[src/hw/rtl/utf8s_pkg.sv]
// Shared types and byte-class constants for the UTF-8 stream sanitizer.
`timescale 1ns / 1ps
package utf8s_pkg;

	localparam logic [7:0] ASCII_MAX   = 8'h7F;
	localparam logic [7:0] PRINT_MIN   = 8'h20;
	localparam logic [7:0] CHAR_TAB    = 8'h09;
	localparam logic [7:0] CHAR_LF     = 8'h0A;
	localparam logic [7:0] CHAR_CR     = 8'h0D;
	localparam logic [7:0] CONT_MASK   = 8'hC0;
	localparam logic [7:0] CONT_CODE   = 8'h80;
	localparam logic [7:0] LEAD2_MASK  = 8'hE0;
	localparam logic [7:0] LEAD2_CODE  = 8'hC0;
	localparam logic [7:0] LEAD3_MASK  = 8'hF0;
	localparam logic [7:0] LEAD3_CODE  = 8'hE0;
	localparam logic [7:0] LEAD4_MASK  = 8'hF8;
	localparam logic [7:0] LEAD4_CODE  = 8'hF0;

	localparam logic [1:0] SEQ_IDLE = 2'd0;
	localparam logic [1:0] SEQ_TWO  = 2'd1;
	localparam logic [1:0] SEQ_THREE = 2'd2;
	localparam logic [1:0] SEQ_FOUR = 2'd3;

	// One finished group of output bytes: bytes[0..last_idx] go out in order.
	typedef struct packed {
		logic [3:0][7:0] bytes;
		logic [1:0]      last_idx;
	} utf8s_burst_t;

	typedef struct packed {
		logic full;
		logic empty;
	} utf8s_fifo_stat_t;

endpackage

[src/hw/rtl/utf8s_in_if.sv]
// Input byte channel: valid/ready request carrying one raw byte.
`timescale 1ns / 1ps
interface utf8s_in_if;
	logic       valid;
	logic       ready;
	logic [7:0] in_byte;
	logic       string_end;

	modport source (output valid, output in_byte, output string_end, input ready);
	modport sink (input valid, input in_byte, input string_end, output ready);
endinterface

[src/hw/rtl/utf8s_out_if.sv]
// Output byte channel: valid/ready request carrying one sanitized byte.
`timescale 1ns / 1ps
interface utf8s_out_if;
	logic       valid;
	logic       ready;
	logic [7:0] out_byte;
	logic       run_last;

	modport source (output valid, output out_byte, output run_last, input ready);
	modport sink (input valid, input out_byte, input run_last, output ready);
endinterface

[src/hw/rtl/utf8_stream_sanitizer.sv]
// Top level of the UTF-8 stream sanitizer.
// Usage:
//   in_ch takes one raw byte per request, with string_end set on the last byte
//   of a string. out_ch gives the sanitized bytes, one per request; run_last
//   marks the final byte produced for one input byte (a plain ASCII byte, or
//   the byte that completes a multi-byte sequence, which releases the lead
//   and its continuations as a group of two to four bytes).
//   A produced byte is written into the burst queue and then loaded into
//   the output register before it is valid on out_ch.
//   Throughput: one input byte per cycle on in_ch while the burst queue is
//   not full, and one output byte per cycle on out_ch while out_ch is ready;
//   the back end walks each group byte by byte into the output register.
//   The front end keeps accepting while earlier groups drain; in_ch.ready
//   falls only when the FIFO_DEPTH-entry burst queue is full.
//   Reset (arst_n low) empties the queue, clears any held partial sequence
//   and drops out_ch.valid. When out_ch stalls, the output byte holds, the
//   queue fills, and then in_ch is backpressured; nothing is lost.
`timescale 1ns / 1ps
module utf8_stream_sanitizer
	import utf8s_pkg::*;
#(
	parameter int FIFO_DEPTH = 4
) (
	input  logic        clk,
	input  logic        arst_n,
	utf8s_in_if.sink    in_ch,
	utf8s_out_if.source out_ch
);

	utf8s_burst_t     push_burst;
	utf8s_burst_t     head_burst;
	utf8s_fifo_stat_t fifo_stat;
	logic             push;
	logic             pop;

	utf8s_front u_front (
		.clk       (clk),
		.arst_n    (arst_n),
		.in_ch     (in_ch),
		.fifo_stat (fifo_stat),
		.push      (push),
		.burst     (push_burst)
	);

	utf8s_fifo #(
		.DEPTH (FIFO_DEPTH)
	) u_fifo (
		.clk     (clk),
		.arst_n  (arst_n),
		.push    (push),
		.wr_data (push_burst),
		.pop     (pop),
		.rd_data (head_burst),
		.stat    (fifo_stat)
	);

	utf8s_back u_back (
		.clk       (clk),
		.arst_n    (arst_n),
		.head      (head_burst),
		.fifo_stat (fifo_stat),
		.pop       (pop),
		.out_ch    (out_ch)
	);

endmodule

[src/hw/rtl/utf8s_front.sv]
// Front end: accepts bytes, tracks held sequences, pushes finished bursts.
`timescale 1ns / 1ps
module utf8s_front
	import utf8s_pkg::*;
(
	input  logic             clk,
	input  logic             arst_n,
	utf8s_in_if.sink         in_ch,
	input  utf8s_fifo_stat_t fifo_stat,
	output logic             push,
	output utf8s_burst_t     burst
);

	logic [2:0][7:0] held_q;
	logic [1:0]      cnt_q;
	logic [1:0]      len_q;

	logic [1:0] cnt_d;
	logic [1:0] len_d;
	logic       emit;
	logic       store;
	logic       store_lead;
	logic       accept;
	logic       is_cont;
	logic [7:0] b;

	assign b        = in_ch.in_byte;
	assign in_ch.ready = !fifo_stat.full;
	assign accept   = in_ch.valid && in_ch.ready;
	assign is_cont  = (b & CONT_MASK) == CONT_CODE;

	always_comb begin
		cnt_d      = cnt_q;
		len_d      = len_q;
		emit       = 1'b0;
		store      = 1'b0;
		store_lead = 1'b0;
		burst.last_idx = 2'd0;
		for (int i = 0; i < 4; i++) begin
			burst.bytes[i] = b;
		end
		if (len_q != SEQ_IDLE && is_cont) begin
			if (cnt_q >= len_q) begin
				emit           = 1'b1;
				burst.last_idx = cnt_q;
				for (int i = 0; i < 3; i++) begin
					if (2'(i) < cnt_q) begin
						burst.bytes[i] = held_q[i];
					end
				end
				cnt_d = 2'd0;
				len_d = SEQ_IDLE;
			end else begin
				store = 1'b1;
				cnt_d = cnt_q + 2'd1;
			end
		end else begin
			cnt_d = 2'd0;
			len_d = SEQ_IDLE;
			priority if (b <= ASCII_MAX) begin
				emit = (b >= PRINT_MIN) || (b == CHAR_LF) || (b == CHAR_CR) ||
					(b == CHAR_TAB);
			end else if ((b & LEAD2_MASK) == LEAD2_CODE) begin
				store_lead = 1'b1;
				cnt_d      = 2'd1;
				len_d      = SEQ_TWO;
			end else if ((b & LEAD3_MASK) == LEAD3_CODE) begin
				store_lead = 1'b1;
				cnt_d      = 2'd1;
				len_d      = SEQ_THREE;
			end else if ((b & LEAD4_MASK) == LEAD4_CODE) begin
				store_lead = 1'b1;
				cnt_d      = 2'd1;
				len_d      = SEQ_FOUR;
			end else begin
				emit = 1'b0;
			end
		end
		if (in_ch.string_end) begin
			cnt_d = 2'd0;
			len_d = SEQ_IDLE;
		end
	end

	assign push = accept && emit;

	always_ff @(posedge clk or negedge arst_n) begin
		if (!arst_n) begin
			cnt_q <= 2'd0;
			len_q <= SEQ_IDLE;
		end else if (accept) begin
			cnt_q <= cnt_d;
			len_q <= len_d;
		end
	end

	always_ff @(posedge clk) begin
		if (accept && store) begin
			held_q[cnt_q] <= b;
		end else if (accept && store_lead) begin
			held_q[0] <= b;
		end
	end

	a_cnt_le_len: assert property (@(posedge clk) disable iff (!arst_n)
		cnt_q <= len_q)
		else $error("held count exceeds sequence length");
	a_idle_empty: assert property (@(posedge clk) disable iff (!arst_n)
		(len_q == SEQ_IDLE) == (cnt_q == 2'd0))
		else $error("held count and sequence length disagree on idle");

endmodule

[src/hw/rtl/utf8s_fifo.sv]
// Short burst queue between the front end and the output sequencer.
`timescale 1ns / 1ps
module utf8s_fifo
	import utf8s_pkg::*;
#(
	parameter int DEPTH = 4
) (
	input  logic             clk,
	input  logic             arst_n,
	input  logic             push,
	input  utf8s_burst_t     wr_data,
	input  logic             pop,
	output utf8s_burst_t     rd_data,
	output utf8s_fifo_stat_t stat
);

	localparam int AW = (DEPTH > 1) ? $clog2(DEPTH) : 1;
	localparam int CW = $clog2(DEPTH + 1);

	utf8s_burst_t   mem_q [DEPTH];
	logic [AW-1:0]  wr_ptr_q;
	logic [AW-1:0]  rd_ptr_q;
	logic [CW-1:0]  count_q;

	function automatic logic [AW-1:0] next_ptr(input logic [AW-1:0] p);
		return (p == AW'(DEPTH - 1)) ? '0 : p + AW'(1);
	endfunction

	assign stat.full  = count_q == CW'(DEPTH);
	assign stat.empty = count_q == '0;
	assign rd_data    = mem_q[rd_ptr_q];

	always_ff @(posedge clk or negedge arst_n) begin
		if (!arst_n) begin
			wr_ptr_q <= '0;
			rd_ptr_q <= '0;
			count_q  <= '0;
		end else begin
			if (push) begin
				wr_ptr_q <= next_ptr(wr_ptr_q);
			end
			if (pop) begin
				rd_ptr_q <= next_ptr(rd_ptr_q);
			end
			if (push && !pop) begin
				count_q <= count_q + CW'(1);
			end else if (pop && !push) begin
				count_q <= count_q - CW'(1);
			end
		end
	end

	always_ff @(posedge clk) begin
		if (push) begin
			mem_q[wr_ptr_q] <= wr_data;
		end
	end

	a_no_overflow: assert property (@(posedge clk) disable iff (!arst_n)
		!(push && stat.full))
		else $error("push into full queue");
	a_no_underflow: assert property (@(posedge clk) disable iff (!arst_n)
		!(pop && stat.empty))
		else $error("pop from empty queue");

endmodule

[src/hw/rtl/utf8s_back.sv]
// Output sequencer: walks bursts into the output register one byte per unstalled cycle.
`timescale 1ns / 1ps
module utf8s_back
	import utf8s_pkg::*;
(
	input  logic             clk,
	input  logic             arst_n,
	input  utf8s_burst_t     head,
	input  utf8s_fifo_stat_t fifo_stat,
	output logic             pop,
	utf8s_out_if.source      out_ch
);

	logic [1:0] idx_q;
	logic       out_valid_q;
	logic [7:0] out_byte_q;
	logic       run_last_q;
	logic       load;
	logic       at_last;

	assign load    = !fifo_stat.empty && (!out_valid_q || out_ch.ready);
	assign at_last = idx_q == head.last_idx;
	assign pop     = load && at_last;

	assign out_ch.valid    = out_valid_q;
	assign out_ch.out_byte = out_byte_q;
	assign out_ch.run_last = run_last_q;

	always_ff @(posedge clk or negedge arst_n) begin
		if (!arst_n) begin
			out_valid_q <= 1'b0;
			idx_q       <= 2'd0;
		end else begin
			if (load) begin
				out_valid_q <= 1'b1;
				idx_q       <= at_last ? 2'd0 : idx_q + 2'd1;
			end else if (out_ch.ready) begin
				out_valid_q <= 1'b0;
			end
		end
	end

	always_ff @(posedge clk) begin
		if (load) begin
			out_byte_q <= head.bytes[idx_q];
			run_last_q <= at_last;
		end
	end

	a_mid_burst_nonempty: assert property (@(posedge clk) disable iff (!arst_n)
		(idx_q != 2'd0) |-> !fifo_stat.empty)
		else $error("burst index advanced with no burst queued");

endmodule
[src/flat_wrapper.sv]
// flat-port wrapper written by rule: the top's interface ports become plain ports
module utf8_stream_sanitizer_flat import utf8s_pkg::*;
#(
	parameter int FIFO_DEPTH = 4
)
  (clk, arst_n, in_ch_valid, in_ch_in_byte, in_ch_string_end, in_ch_ready, out_ch_valid, out_ch_out_byte, out_ch_run_last, out_ch_ready);
  utf8s_in_if in_ch_i ();
  utf8s_out_if out_ch_i ();
  input  logic clk;
  input  logic arst_n;
  input wire logic [$bits(in_ch_i.valid)-1:0] in_ch_valid;
  input wire logic [$bits(in_ch_i.in_byte)-1:0] in_ch_in_byte;
  input wire logic [$bits(in_ch_i.string_end)-1:0] in_ch_string_end;
  output wire logic [$bits(in_ch_i.ready)-1:0] in_ch_ready;
  output wire logic [$bits(out_ch_i.valid)-1:0] out_ch_valid;
  output wire logic [$bits(out_ch_i.out_byte)-1:0] out_ch_out_byte;
  output wire logic [$bits(out_ch_i.run_last)-1:0] out_ch_run_last;
  input wire logic [$bits(out_ch_i.ready)-1:0] out_ch_ready;
  assign in_ch_i.valid = in_ch_valid;
  assign in_ch_i.in_byte = in_ch_in_byte;
  assign in_ch_i.string_end = in_ch_string_end;
  assign in_ch_ready = in_ch_i.ready;
  assign out_ch_valid = out_ch_i.valid;
  assign out_ch_out_byte = out_ch_i.out_byte;
  assign out_ch_run_last = out_ch_i.run_last;
  assign out_ch_i.ready = out_ch_ready;
  utf8_stream_sanitizer #(.FIFO_DEPTH(FIFO_DEPTH)) u_core (.clk(clk), .arst_n(arst_n), .in_ch(in_ch_i), .out_ch(out_ch_i));
endmodule
[config.mk]
export PLATFORM = sky130hd
export DESIGN_NAME = utf8_stream_sanitizer_flat
export DESIGN_NICKNAME = d
export VERILOG_FILES = /design/src/hw/rtl/utf8s_pkg.sv /design/src/hw/rtl/utf8s_in_if.sv /design/src/hw/rtl/utf8s_out_if.sv /design/src/hw/rtl/utf8_stream_sanitizer.sv /design/src/hw/rtl/utf8s_front.sv /design/src/hw/rtl/utf8s_fifo.sv /design/src/hw/rtl/utf8s_back.sv /design/src/flat_wrapper.sv
export SDC_FILE = /design/constraint.sdc
export NUM_CORES = 1
export LEC_CHECK = 0
export CAP_MARGIN = 20
export CORE_MARGIN = 4
export CORE_UTILIZATION = 45
export DETAILED_ROUTE_END_ITERATION = 7
export DONT_BUFFER_PORTS = 1
export GPL_ROUTABILITY_DRIVEN = 0
export GPL_TIMING_DRIVEN = 1
export PLACE_DENSITY = 0.6
export SYNTH_ARGS = -nofsm -noshare
export SYNTH_HDL_FRONTEND = slang
export SYNTH_SLANG_ARGS = --single-unit
[constraint.sdc]
create_clock -name clk -period 3.95 [get_ports clk]
set_clock_uncertainty 0.1 [all_clocks]
set_input_delay 0 -clock clk [delete_from_list [all_inputs] [get_ports clk]]
set_output_delay 0 -clock clk [all_outputs]
set_load 0.02 [all_outputs]
==> metrics.md <==
| Metric | Value |
|---|---|
| Status | `finished clean` |
| Residual DRC | `0` |
| Resize count post-CTS | `0` |
| Antenna Cells | `0` |
| Die Height | `136 µm` |
| CTS tree | `built` |
| Die ar. | `0.0186 mm²` |
| Max-Cap Viols | `0` |
| CP endpoint kind | `flip-flop` |
| Routed WL | `13900 µm` |
| Combinational power share | `22.5%` |
| Hold Vio Cnt, Final | `0` |
| FFs w/ async S/R, synth | `7.65%` |
| First-pass GRT wire length | `21400 µm` |
| Syn_nets | `387` |
| Clk_lat worst skew | `0.42 ns` |
| Reg clk slew, reported paths | `0.07 ns` |
| Syn avg cell area | `20.6 µm²` |
| Global routing's busiest layer | `met2` |
| GR Layer Usage met3 | `4.00%` |
| Slew headroom | `36.0%` |
| CP max FO | `7` |
| Starting density of the core | `46.4%` |
| Post-route minimum period | `3.01 ns` |
| Sum of negative setup slack | `0 ns` |
| WS Path Type | `reg2reg` |
| DRT Pass-1 Iters | `4` |
| Largest net degree at the start of global routing | `35` |
| Top post-synthesis cells by area | `edfxtp_1 68%, mux4_2 13%, dfrtp_1 4.7%` |
| Layout area overhead | `13.3%` |
| Final net count | `415` |
| Worst Path Required | `4.16 ns` |
| GRT Resource Usage Total | `16.3%` |
| Clk root buf | `clkbuf_16` |
| Slowest-stage cell, CP | `dfrtp_1` |
| Starting DRT DRC Count | `233` |
| GR Util met1 | `21.6%` |
| Synth Instances | `361` |
| Sequential fraction of the synthesis area | `73.1%` |
| Non-Filler Instances | `618` |
| #FFs+latches synth | `183` |
| Layout cells sized above 1 | `29.4%` |
| Top_reg_cell synth | `edfxtp_1` |
| Max Fclk | `332 MHz` |
| Io pins | `24` |
| Port Buf Inserts | `0` |
| Grt met2 use | `26.7%` |
| Hold Path Class | `in2reg` |
| Arr. time, crit path | `3.22 ns` |
| Yosys top cell area share | `68.4%` |
| Clock share of power | `29.6%` |
| Number of antenna violations at the first check in global routing | `0` |
| Vias per std cell | `5.48` |
| Core Box Area | `0.0160 mm²` |
| Post-synthesis cell area | `0.00742 mm²` |
| Maximum clock path buffer count | `2` |
| Post-synth top area cell | `edfxtp_1` |
| Sequential Power Share | `47.8%` |
| Final ANT Viol Nets | `0` |
| Biggest cell delay along the critical path | `0.40 ns` |
| Net Sw Frac | `27.3%` |
| Vias | `3387` |
| Power density over cell area | `649 mW/mm²` |
| Power Internal | `3960 µW` |
| CP Cell Sequence | `inv_1 > ha_1 > nand2b_1 > a21oi_1 > nand2_1 > and4b_1 > ha_1 > inv_1 > fa_1 > mux2_2` |
| Placed cell count | `573` |
| CTS Buf Count | `17` |
| Unique masters post-synth | `38` |
| VDD IR-drop max | `0.000326 V` |
| YS warnings | `0` |
| Most frequent cell after synthesis | `edfxtp_1` |
| Startpoint Class | `flip-flop` |
| Switching power | `1490 µW` |
| GR Overflow Total | `0` |
| Count of final setup violators | `0` |
| Clk sinks | `183` |
| Most instantiated cells after synthesis | `169 x edfxtp_1, 42 x mux4_2, 28 x mux2_2, 14 x dfrtp_1` |
| Die W | `136 µm` |
| Avg WL per Cell | `22.6 µm` |
| # H-tree levels | `4` |
| Final Slew Violations | `0` |
| Dpl hpwl | `7950 µm` |
| RSZ-0062 raised after global routing | `false` |
| Crit share post-route | `76.3%` |
| Number of synthesized flops with an enable pin | `169` |
| Number of global-route vias before repair | `3619` |
| P_leak | `0.00277 µW` |
| Worst Max-Slew Pin Slew | `0.959 ns` |
| Site row count | `46` |
[power groups by stage]
| stage | clock, µW | combinational, µW | sequential [µW] |
|---|---|---|---|
| 5_1_grt | 1740 | 1350 | 2640 |
| 6_report | 1620 | 1230 | 2610 |
| 4_1_cts | 1650 | 1260 | 2620 |
| 3_5_place_dp | 0 | 1240 | 2660 |
| 2_1_floorplan | 0 | 993 | 2580 |
| 3_3_place_gp | 0 | 1220 | 2640 |
[through the flow]
step / hold slack, ns / area (µm²) / utilization (%) / total power, µW / setup slack [ns]
floorplan: -0.396 / 7420 / - / 3570 / 1.09
global placement: -0.395 / 7710 / 48.2 / 3870 / 1.03
detailed placement: -0.395 / 7710 / 48.2 / 3890 / 0.954
CTS: 0.0242 / 8400 / 52.5 / 5530 / 0.949
global route: 0.0555 / 8400 / 52.5 / 5720 / 0.778
finish: 0.0702 / 8400 / 52.5 / 5460 / 0.938
[kinds of logic (layout without fill, tap and decap cells)]
kind of cell	count (synthesis)	count (layout)	share of synthesized area (%)
flops	183	183	73.1
mux	74	74	17.7
simple gates	38	38	2.70
compound gates	24	24	2.28
buf+inv	24	65	1.37
fa+ha+maj	13	13	2.29
xor+xnor	5	5	0.590
[layout make-up]
class,instances,area (µm²)
Clock buffer,17,425
Sequential cell,183,5430
Inverter,12,45.0
Fill cell,1309,7600
Multi-Input combinational cell,154,1900
Clock inverter,15,136
Timing Repair Buffer,21,203
Tap cell,216,270
[worst max-delay path: cells and delay by family, from the launching register on]
kind / cells / cell delay [ns]
simple gates: 3 / 0.70
compound gates: 1 / 0.32
flops: 1 / 0.40
buf+inv: 2 / 0.19
fa+ha+maj: 3 / 0.93
mux: 1 / 0.26
[cells in the final DEF (no fill, tap or decap), types with 2 or more instances in the layout]
cell type and instances:
mux2i_1 2, clkinvlp_4 3, bufinv_16 2, dfrtp_1 13, and2_1 6, a21o_1 2
clkbuf_16 17, a21oi_1 2, nand2_1 10, mux4_2 42, xor2_1 4, clkinv_2 5
mux2_2 28, a31o_2 3, a32o_1 2, ha_1 12, inv_1 12, dlygate4sd3_1 13
mux2_4 2, clkinv_1 3, edfxtp_1 169, a21boi_0 2, o21ai_0 6, a22o_1 2
nor2_1 9, nor3_1 3, buf_4 7, nand2b_1 3
[state kept, by name, summed over array words and instances, names as in the netlist]
name / cells
u_core.u_fifo.mem_q: 136
u_core.u_front.held_q: 24
u_core.u_back.out_ch.out_byte: 8
u_core.u_fifo.count_q: 3
u_core.u_back.idx_q: 2
u_core.u_fifo.rd_ptr_q: 2
u_core.u_fifo.wr_ptr_q: 2
u_core.u_front.cnt_q: 2
u_core.u_front.len_q: 2
u_core.u_back.out_ch.run_last: 1
u_core.u_back.out_ch.valid: 1
[final timing paths]
kind                                     startpoint                   endpoint  slack [ns]  depth (start not counted)
max                         u_core.u_front.cnt_q[0]   u_core.u_fifo.count_q[1]        0.94                         10
min                                in_ch_in_byte[7]  u_core.u_fifo.mem_q[2][0]        0.07                          2
max reg2reg                 u_core.u_front.cnt_q[0]   u_core.u_fifo.count_q[1]        0.94                         10
min reg2reg                u_core.u_fifo.count_q[2]   u_core.u_fifo.count_q[2]        0.40                          1
max in group asynchronous                    arst_n  u_core.u_fifo.rd_ptr_q[0]        2.75                          2
min in group asynchronous                    arst_n  u_core.u_fifo.wr_ptr_q[0]        0.51                          2
[per-layer routing]
| layer | wire, µm | part of all wire [%] |
|---|---|---|
| met4 | 187 | 1.3 |
| met3 | 660 | 4.7 |
| met5 | 0 | 0 |
| met1 | 5950 | 43 |
| met2 | 7140 | 51 |
[timing repair]
item,in CTS,in global routing
buffers inserted,0,0
endpoints found under the setup margin,0,0
hold endpoints to repair,175,0
hold buffers,13,0
(Power assumes the default switching activity.)
